`config.mk`:
```
export PLATFORM = sky130hd
export DESIGN_NAME = rmt_divider
export DESIGN_NICKNAME = d
export VERILOG_FILES = /design/src/rtl/regret_matching_table_unit_macros.svh /design/src/rtl/rmt_pkg.sv /design/src/rtl/rmt_divider.sv
export SDC_FILE = /design/constraint.sdc
export NUM_CORES = 1
export LEC_CHECK = 0
export BUFFER_PORTS_ARGS = -buffer_cell sky130_fd_sc_hd__buf_2
export CAP_MARGIN = 20
export CORE_MARGIN = 10
export CORE_UTILIZATION = 40
export DETAILED_ROUTE_END_ITERATION = 10
export SYNTH_ARGS = -nofsm -noshare
export SYNTH_HDL_FRONTEND = slang
export SYNTH_SLANG_ARGS = --single-unit
```
`constraint.sdc`:
```
create_clock -name clk -period 8.6 [get_ports clk]
set_clock_uncertainty 0.05 [all_clocks]
set_input_delay 2.58 -clock clk [delete_from_list [all_inputs] [get_ports clk]]
set_output_delay 2.58 -clock clk [all_outputs]
set_load 0.005 [all_outputs]
```
`src/rtl/regret_matching_table_unit_macros.svh`:
```
// ---------------------------------------------------------------------------
// Regret matching table unit: assertion macros
// Concurrent checks on clk with rst_n as disable, dropped under SYNTH.
// ---------------------------------------------------------------------------
`ifndef REGRET_MATCHING_TABLE_UNIT_MACROS_SVH
`define REGRET_MATCHING_TABLE_UNIT_MACROS_SVH
`ifndef SYNTH
`define RMT_ASSERT_ALWAYS(name, cond, msg) \
    name: assert property (@(posedge clk) disable iff (!rst_n) (cond)) else $error(msg);
`define RMT_ASSERT_NEXT(name, ante, cons, msg) \
    name: assert property (@(posedge clk) disable iff (!rst_n) (ante) |=> (cons)) \
        else $error(msg);
`else
`define RMT_ASSERT_ALWAYS(name, cond, msg)
`define RMT_ASSERT_NEXT(name, ante, cons, msg)
`endif
`endif

```
`src/rtl/rmt_pkg.sv`:
```
// ---------------------------------------------------------------------------
// rmt_pkg
// Shared types, codes and helpers of the regret matching table unit.
// ---------------------------------------------------------------------------
`timescale 1ns / 1ps
package rmt_pkg;

    localparam int DEFAULT_TABLE_DEPTH = 4096;
    localparam int DEFAULT_MAX_ACTIONS = 16;

    // Width of a signed set total: sixteen signed Q16.16 words
    localparam int TW     = 37;
    localparam int Q_BITS = 16;
    localparam logic [16:0] ONE_Q16 = 17'd65536;

    localparam logic [2:0] OP_ADD_REGRET   = 3'd0;
    localparam logic [2:0] OP_ADD_STRATEGY = 3'd1;
    localparam logic [2:0] OP_READ_REGRET  = 3'd2;
    localparam logic [2:0] OP_READ_AVERAGE = 3'd3;
    localparam logic [2:0] OP_SAMPLE       = 3'd4;

    localparam logic SEL_REGRET   = 1'b0;
    localparam logic SEL_STRATEGY = 1'b1;

    typedef struct packed {
        logic rd;
        logic wr;
        logic sel;
    } store_ctrl_t;

    function automatic logic [31:0] sat_add32(input logic [31:0] a, input logic [31:0] b);
        logic [32:0] s;
        s = {a[31], a} + {b[31], b};
        if (s[32] != s[31])
            return s[32] ? 32'h8000_0000 : 32'h7FFF_FFFF;
        return s[31:0];
    endfunction

    // floor(65536 / n) for n from 1 to 16
    function automatic logic [16:0] uniform_q16(input logic [4:0] n);
        case (n)
            5'd1:    return 17'd65536;
            5'd2:    return 17'd32768;
            5'd3:    return 17'd21845;
            5'd4:    return 17'd16384;
            5'd5:    return 17'd13107;
            5'd6:    return 17'd10922;
            5'd7:    return 17'd9362;
            5'd8:    return 17'd8192;
            5'd9:    return 17'd7281;
            5'd10:   return 17'd6553;
            5'd11:   return 17'd5957;
            5'd12:   return 17'd5461;
            5'd13:   return 17'd5041;
            5'd14:   return 17'd4681;
            5'd15:   return 17'd4369;
            default: return 17'd4096;
        endcase
    endfunction

endpackage

```
`src/rtl/rmt_divider.sv`:
```
// ---------------------------------------------------------------------------
// rmt_divider
// Restoring divider: floor(num * 65536 / den) for 0 < num < den, one bit a cycle.
// ---------------------------------------------------------------------------
`timescale 1ns / 1ps
module rmt_divider (
    input  logic                  clk,
    input  logic                  rst_n,
    input  logic                  start,
    input  logic [31:0]           num,
    input  logic [rmt_pkg::TW-1:0] den,
    output logic [15:0]           quotient,
    output logic                  done
);
    import rmt_pkg::*;

    logic [TW-1:0] rem_reg;
    logic [TW-1:0] den_reg;
    logic [15:0]   q_reg;
    logic [4:0]    cnt_reg;
    logic          busy_reg;
    logic          done_reg;
    logic [TW-1:0] rem_dbl;
    logic          fits;

    assign rem_dbl = {rem_reg[TW-2:0], 1'b0};
    assign fits    = rem_dbl >= den_reg;

    always_ff @(posedge clk or negedge rst_n)
    begin
        if (!rst_n)
        begin
            busy_reg <= 1'b0;
            done_reg <= 1'b0;
            cnt_reg  <= '0;
        end
        else
        begin
            done_reg <= 1'b0;
            if (start)
            begin
                busy_reg <= 1'b1;
                cnt_reg  <= 5'(Q_BITS);
            end
            else if (busy_reg)
            begin
                cnt_reg <= cnt_reg - 5'd1;
                if (cnt_reg == 5'd1)
                begin
                    busy_reg <= 1'b0;
                    done_reg <= 1'b1;
                end
            end
        end
    end

    always_ff @(posedge clk)
    begin
        if (start)
        begin
            rem_reg <= TW'(num);
            den_reg <= den;
            q_reg   <= '0;
        end
        else if (busy_reg)
        begin
            rem_reg <= fits ? rem_dbl - den_reg : rem_dbl;
            q_reg   <= {q_reg[14:0], fits};
        end
    end

    assign quotient = q_reg;
    assign done     = done_reg;

endmodule

```
==> impl_metrics.env, run 1 <==
export IMPL_io_pins=89
export IMPL_finalWorstSetupSlack_ns=4.33
export IMPL_area_growth_pct=15.3
export IMPL_int_pwr_mw=1.27
export IMPL_gr_total_overflow=0
export IMPL_place_hpwl_um=9470
export IMPL_hold_path_class="flop to flop"
export IMPL_synth_seq_cells=96
export IMPL_synthDominantCellAreaShare=0.357
export IMPL_min_path_cells=2
export IMPL_cts_buffers_inserted=9
export IMPL_worst_r2r_path_depth=10
export IMPL_number_of_max_slew_violations_in_the_final_report=0
export IMPL_synth_top_flop_cell="sky130_fd_sc_hd__edfxtp_1"
export IMPL_critical_path_max_stage_delay_ns=0.69
export IMPL_vias=4368
export IMPL_synth_cells=576
export IMPL_track_usage=0.132
export IMPL_drt_drc_violations_left=0
export IMPL_critical_path_max_fanout=62
export IMPL_yosys_area_top_type="sky130_fd_sc_hd__edfxtp_1"
export IMPL_final_common_cell="sky130_fd_sc_hd__buf_2"
export IMPL_rrSetupSlack_ns=4.87
export IMPL_setup_viol=0
export IMPL_power_density_nw_per_um2=310
export IMPL_post_route_setup_tns_ns=0
export IMPL_antenna_found_initial=0
export IMPL_place_inst=827
export IMPL_maxCapViolations=0
export IMPL_routed_wl_um=12800
export IMPL_clk_root_buffer_cell="sky130_fd_sc_hd__clkbuf_16"
export IMPL_utilization=0.476
export IMPL_status="finished, final reports clean"
export IMPL_final_area_um2=6690
export IMPL_die_y_um=140
export IMPL_clk_insertion_delay_late_ns=0.36
export IMPL_clock_path_buffers=2
export IMPL_clock_power_share=0.200
export IMPL_cts_repair_timing_setup_buffer_count=0
export IMPL_synth_yosys_warnings=0
export IMPL_cts_htree_levels=3
export IMPL_arrival_ns=4.32
export IMPL_worstHoldStart="quotient[0]"
export IMPL_syn_area_um2=5800
export IMPL_place_congestion=0.836
export IMPL_critical_path_cell_chain="buf_4, buf_4, a2111oi_0, a211o_1"
export IMPL_final_layout_size_suffix_gt1_frac=0.210
export IMPL_floorplan_die_area_um2=19700
export IMPL_place_ws_ns=3.97
export IMPL_synthTopCellsByArea="sky130_fd_sc_hd__edfxtp_1, sky130_fd_sc_hd__ha_1, sky130_fd_sc_hd__dfxtp_1, sky130_fd_sc_hd__a21oi_1, sky130_fd_sc_hd__inv_1"
export IMPL_largest_register_ffs=37
export IMPL_post_route_period_util=0.496
export IMPL_cts_hold_buffers_added=0
export IMPL_maximum_clock_rate_mhz=234
export IMPL_firstDrtPassIters=4
export IMPL_crit_reg2reg_launch="rem_reg[19]"
export IMPL_critPathRequiredTime_ns=8.66
export IMPL_worstMarginPinSlew_ns=0.950
export IMPL_synth_edff_count=69
export IMPL_grt_pass1_vias=4512
export IMPL_first_pass_grt_wire_length_um=21500
export IMPL_final_cells=843
export IMPL_min_period_ns=4.27
export IMPL_seqPwrFrac=0.329
export IMPL_design_final_nets=770
export IMPL_worstSetupEndpointType="flop"
export IMPL_p_leak_nw=3.04
export IMPL_floorplan_initialDensity=0.413
export IMPL_grt_start_max_net_pins=63
export IMPL_drt_first_iter_violations=190
export IMPL_report_power_total_mw=2.07
export IMPL_tritoncts="built"
export IMPL_worstSetupPathType="input port to flop"
export IMPL_yosys_cell_types_count=69
export IMPL_finalHoldWorstSlack_ns=0.472
export IMPL_placed_cell_area_um2=6380
export IMPL_multi_input_comb_area_um2=2830
export IMPL_clock_sinks=96
export IMPL_pwr_share_comb=0.471
export IMPL_swShare=0.386
export IMPL_asyncSetResetFlopFracSynth=0.0729
export IMPL_startpoint_type="input port"
export IMPL_final_hold_viol_count=0
export IMPL_grt_setup_unrepaired="no"
export IMPL_io_buffers=88
export IMPL_core_area_um2=14000
export IMPL_holdPathEnd="quotient[0]"
export IMPL_cp_slowest_cell="sky130_fd_sc_hd__buf_4"
export IMPL_nFillCells=1339
export IMPL_drtAntennaViolNets=0
export IMPL_via_per_inst=5.18
export IMPL_placement_rows=43
export IMPL_wire_per_inst_um=15.2
export IMPL_ir_drop_mv=0.175
export IMPL_synth_avg_cell_area_um2=10.1
export IMPL_critical_path_most_common_cell="sky130_fd_sc_hd__buf_4"
export IMPL_postCtsResizedCells=0
export IMPL_ff_latch_area_um2=2650
export IMPL_synthesis_nets=688
export IMPL_clkSlewWorstSetupHoldPaths_ns=0.07
export IMPL_synth_seq_area_share=0.456
export IMPL_timing_slew_headroom=0.367
export IMPL_floorplan_die_width_um=140
export IMPL_power_switching_mw=0.801
export IMPL_n_antenna_cell=0
export IMPL_layout_cells_most_common_list="sky130_fd_sc_hd__buf_2, sky130_fd_sc_hd__edfxtp_1, sky130_fd_sc_hd__a21oi_1"
export IMPL_worstReg2RegEnd="rem_reg[26]"
cell usage after synthesis (all sizes together) (3+ instances only):
library cell  count
edfxtp           69
a21oi            62
inv              59
nor2             51
ha               39
nand2            35
o21ai            23
dfxtp            20
mux2i            17
xnor2            17
xor2             15
a211oi           14
a21o             14
buf              12
nand3            12
mux2             11
nand2b            9
nor2b             9
clkbuf            8
dfrtp             7
or3               6
a21boi            5
nand4             5
o21a              5
a31oi             4
nor3              4
o31ai             4
a211o             3
nor3b             3
o21bai            3
layer usage:
metal | routed length [µm] | vias up | GRT usage
li1 | - | 2230 | -
met1 | 6020 | 2045 | 0.159
met2 | 6030 | 83 | 0.216
met3 | 612 | 10 | 0.0433
met4 | 180 | 0 | 0.0435
met5 | 0 | - | 0
worst max-delay path by stage:
stage | to | slack [ns] | depth (start not counted) | start
2_1_floorplan | rem_reg[0] | 4.45 | 3 | start
3_3_place_gp | rem_reg[17] | 4.01 | 4 | start
3_5_place_dp | rem_reg[17] | 3.97 | 4 | start
4_1_cts | rem_reg[17] | 4.35 | 4 | start
5_1_grt | rem_reg[17] | 4.20 | 4 | start
6_report | rem_reg[17] | 4.33 | 4 | start
worst max-delay path: cells and delay by family:
kind / cells / cell delay [ns]
AOI/OAI and AO/OA: 2 / 0.49
buffers and inverters: 2 / 1.18
cells by family after synthesis:
logic type                 after synthesis  share of synthesized area
AOI/OAI and AO/OA                      156                      0.177
xor gates and xnor gates                32                     0.0483
adders and majority gates               40                     0.0876
buffers and inverters                   79                     0.0565
DFF                                     96                      0.456
muxes                                   28                     0.0507
and+or+nand+nor                        145                      0.123
final cells by class:
| class | count | area share |
|---|---|---|
| Tap cell | 180 | 0.0337 |
| Multi-Input combinational cell | 401 | 0.422 |
| Timing Repair Buffer | 91 | 0.0696 |
| Clock buffer | 10 | 0.0374 |
| Clock inverter | 6 | 0.00786 |
| Sequential cell | 96 | 0.396 |
| Inverter | 59 | 0.0331 |
power by group through the flow:
stage                     clock, mW  combinational (mW)  sequential, mW
final                         0.415               0.976           0.683
after global routing          0.444                1.11           0.696
after CTS                     0.425               0.981           0.683
after detailed placement          0               0.974           0.691
after global placement            0               0.956           0.688
after floorplan                   0               0.807           0.674
Power figures use the tool's default switching activity.
==> run 2, diff against run 1 <==
clock period = 3.5 ns   (was 8.6 ns; I/O delays follow)
==> run 2 against run 1 <==
Net effect:
- clock power grew to 2.5 times the previous value
- critical path depth grew 7
- first-iteration DRC count shrank 7.4%
- core utilization grew 0.45 points
- final cell count grew 0.59%
- flip-flop and latch count is the same
- combinational power grew to 2.5 times the previous value
- wire length grew 2.4%
- cell area grew 0.95%
- worst setup slack lost 4.0 ns
- die area is the same
- critical path type is now flop to flop
==> impl_metrics.env, run 2 (synthesized netlist as in run 1, its figures left out) <==
export IMPL_maximum_clock_rate_mhz=315
export IMPL_clock_power_share=0.201
export IMPL_grt_setup_unrepaired="no"
export IMPL_int_pwr_mw=3.21
export IMPL_min_path_cells=2
export IMPL_tritoncts="built"
export IMPL_worstSetupEndpointType="flop"
export IMPL_clk_root_buffer_cell="sky130_fd_sc_hd__clkbuf_16"
export IMPL_arrival_ns=3.23
export IMPL_n_antenna_cell=0
export IMPL_routed_wl_um=13100
export IMPL_place_hpwl_um=9900
export IMPL_drt_drc_violations_left=0
export IMPL_power_density_nw_per_um2=767
export IMPL_critPathLaunch="rem_reg[18]"
export IMPL_maxCapViolations=0
export IMPL_critical_path_cell_chain="ha_1, and3_4, nor2b_4, a32o_1, or3_1, o21ai_2, and2b_4, o21a_2, buf_12, o21ai_0, mux2_2"
export IMPL_finalWorstSetupSlack_ns=0.324
export IMPL_area_growth_pct=16.4
export IMPL_grt_start_max_net_pins=48
export IMPL_swShare=0.379
export IMPL_critPathTopFamily="simple AND/OR/NAND/NOR gates"
export IMPL_placement_rows=43
export IMPL_worstHoldStart="quotient[15]"
export IMPL_via_per_inst=5.21
export IMPL_setup_viol=0
export IMPL_cts_repair_timing_setup_buffer_count=0
export IMPL_track_usage=0.134
export IMPL_crit_reg2reg_launch="rem_reg[18]"
export IMPL_clock_sinks=96
export IMPL_rrSetupSlack_ns=0.32
export IMPL_nFillCells=1299
export IMPL_largest_register_ffs=37
export IMPL_antenna_found_initial=0
export IMPL_io_buffers=88
export IMPL_clock_path_buffers=2
export IMPL_seqPwrFrac=0.326
export IMPL_first_pass_grt_wire_length_um=22000
export IMPL_clkSlewWorstSetupHoldPaths_ns=0.07
export IMPL_worst_r2r_path_depth=11
export IMPL_vias=4415
export IMPL_startpoint_type="flop"
export IMPL_timing_critical_path_buf_inv=1
export IMPL_final_layout_size_suffix_gt1_frac=0.216
export IMPL_gr_total_overflow=0
export IMPL_io_pins=89
export IMPL_hold_path_class="flop to flop"
export IMPL_place_ws_ns=0.345
export IMPL_p_leak_nw=3.08
export IMPL_power_switching_mw=1.96
export IMPL_drtAntennaViolNets=0
export IMPL_final_hold_viol_count=0
export IMPL_critPathRequiredTime_ns=3.55
export IMPL_cts_buffers_inserted=9
export IMPL_final_common_cell="sky130_fd_sc_hd__buf_2"
export IMPL_ir_drop_mv=0.349
export IMPL_worstReg2RegEnd="rem_reg[20]"
export IMPL_post_route_period_util=0.907
export IMPL_place_congestion=0.897
export IMPL_floorplan_initialDensity=0.413
export IMPL_wire_per_inst_um=15.5
export IMPL_clk_insertion_delay_late_ns=0.35
export IMPL_floorplan_die_area_um2=19700
export IMPL_critical_path_max_stage_delay_ns=0.40
export IMPL_floorplan_die_width_um=140
export IMPL_firstDrtPassIters=4
export IMPL_postCtsResizedCells=0
export IMPL_post_route_setup_tns_ns=0
export IMPL_pwr_share_comb=0.474
export IMPL_timing_slew_headroom=0.572
export IMPL_grt_pass1_vias=4556
export IMPL_min_period_ns=3.18
export IMPL_cts_htree_levels=3
export IMPL_die_y_um=140
export IMPL_cp_slowest_cell="sky130_fd_sc_hd__edfxtp_1"
export IMPL_holdPathEnd="quotient[15]"
export IMPL_number_of_max_slew_violations_in_the_final_report=0
export IMPL_core_area_um2=14000
export IMPL_design_final_nets=775
export IMPL_status="finished, final reports clean"
export IMPL_drt_first_iter_violations=176
export IMPL_worstMarginPinSlew_ns=0.641
export IMPL_critical_path_max_fanout=47
export IMPL_layout_cells_most_common_list="sky130_fd_sc_hd__buf_2, sky130_fd_sc_hd__edfxtp_1, sky130_fd_sc_hd__a21oi_1"
export IMPL_worstSetupPathType="flop to flop"
export IMPL_cts_hold_buffers_added=0
run 2: cell count changes in the layout (fill, tap and decap cells not counted):
| cell | delta |
|---|---|
| sky130_fd_sc_hd__buf_4 | +4 |
| sky130_fd_sc_hd__inv_6 | -3 |
| sky130_fd_sc_hd__inv_4 | +2 |
| sky130_fd_sc_hd__buf_12 | +1 |
| sky130_fd_sc_hd__clkbuf_16 | +1 |
| sky130_fd_sc_hd__clkbuf_8 | +1 |
| sky130_fd_sc_hd__inv_8 | -1 |
run 2: per-stage QoR:
stage | cells | power [mW] | util | instance area [µm²] | hold slack, ns
2_1_floorplan | 576 | 3.64 | - | 5800 | 0.435
3_3_place_gp | 832 | 4.09 | 0.458 | 6430 | 0.418
3_5_place_dp | 832 | 4.15 | 0.458 | 6430 | 0.440
4_1_cts | 848 | 5.21 | 0.481 | 6750 | 0.457
5_1_grt | 848 | 5.60 | 0.481 | 6750 | 0.465
6_report | 848 | 5.18 | 0.481 | 6750 | 0.448
run 2: metal layers:
| metal | wire length [µm] | track usage |
|---|---|---|
| met1 | 5760 | 0.160 |
| met2 | 6490 | 0.224 |
| met3 | 751 | 0.0406 |
| met4 | 136 | 0.0462 |
| met5 | 0 | 0 |
run 2: worst max-delay path by stage:
| stage | cells past startpoint | slack [ns] | end |
|---|---|---|---|
| floorplan | 13 | 0.59 | rem_reg[5] |
| global placement | 11 | 0.37 | rem_reg[27] |
| detailed placement | 11 | 0.35 | rem_reg[20] |
| CTS | 11 | 0.33 | rem_reg[20] |
| global route | 12 | 0.09 | rem_reg[3] |
| finish | 11 | 0.32 | rem_reg[20] |
run 2: worst min-delay path, stage by stage, from the launching register on:
cell and delay, ns:
sky130_fd_sc_hd__dfxtp_1 0.33, sky130_fd_sc_hd__mux2i_1 0.07, sky130_fd_sc_hd__nor2_1 0.07
run 2: power by group through the flow:
stage / Combinational, mW / Clock, mW / Sequential (mW)
after floorplan: 1.98 / 0 / 1.66
after global placement: 2.40 / 0 / 1.69
after detailed placement: 2.44 / 0 / 1.71
after CTS: 2.46 / 1.07 / 1.68
after global routing: 2.77 / 1.11 / 1.72
final: 2.45 / 1.04 / 1.69
run 2: final cells by class:
type	instances	area (µm²)	share of cell area
clock buffers	12	289	0.0428
multi-input cells	401	2830	0.418
inverters	59	221	0.0328
flip-flops and latches	96	2650	0.392
repair buffers	96	515	0.0764
well taps	180	225	0.0334
clock inverters	4	27.5	0.00408
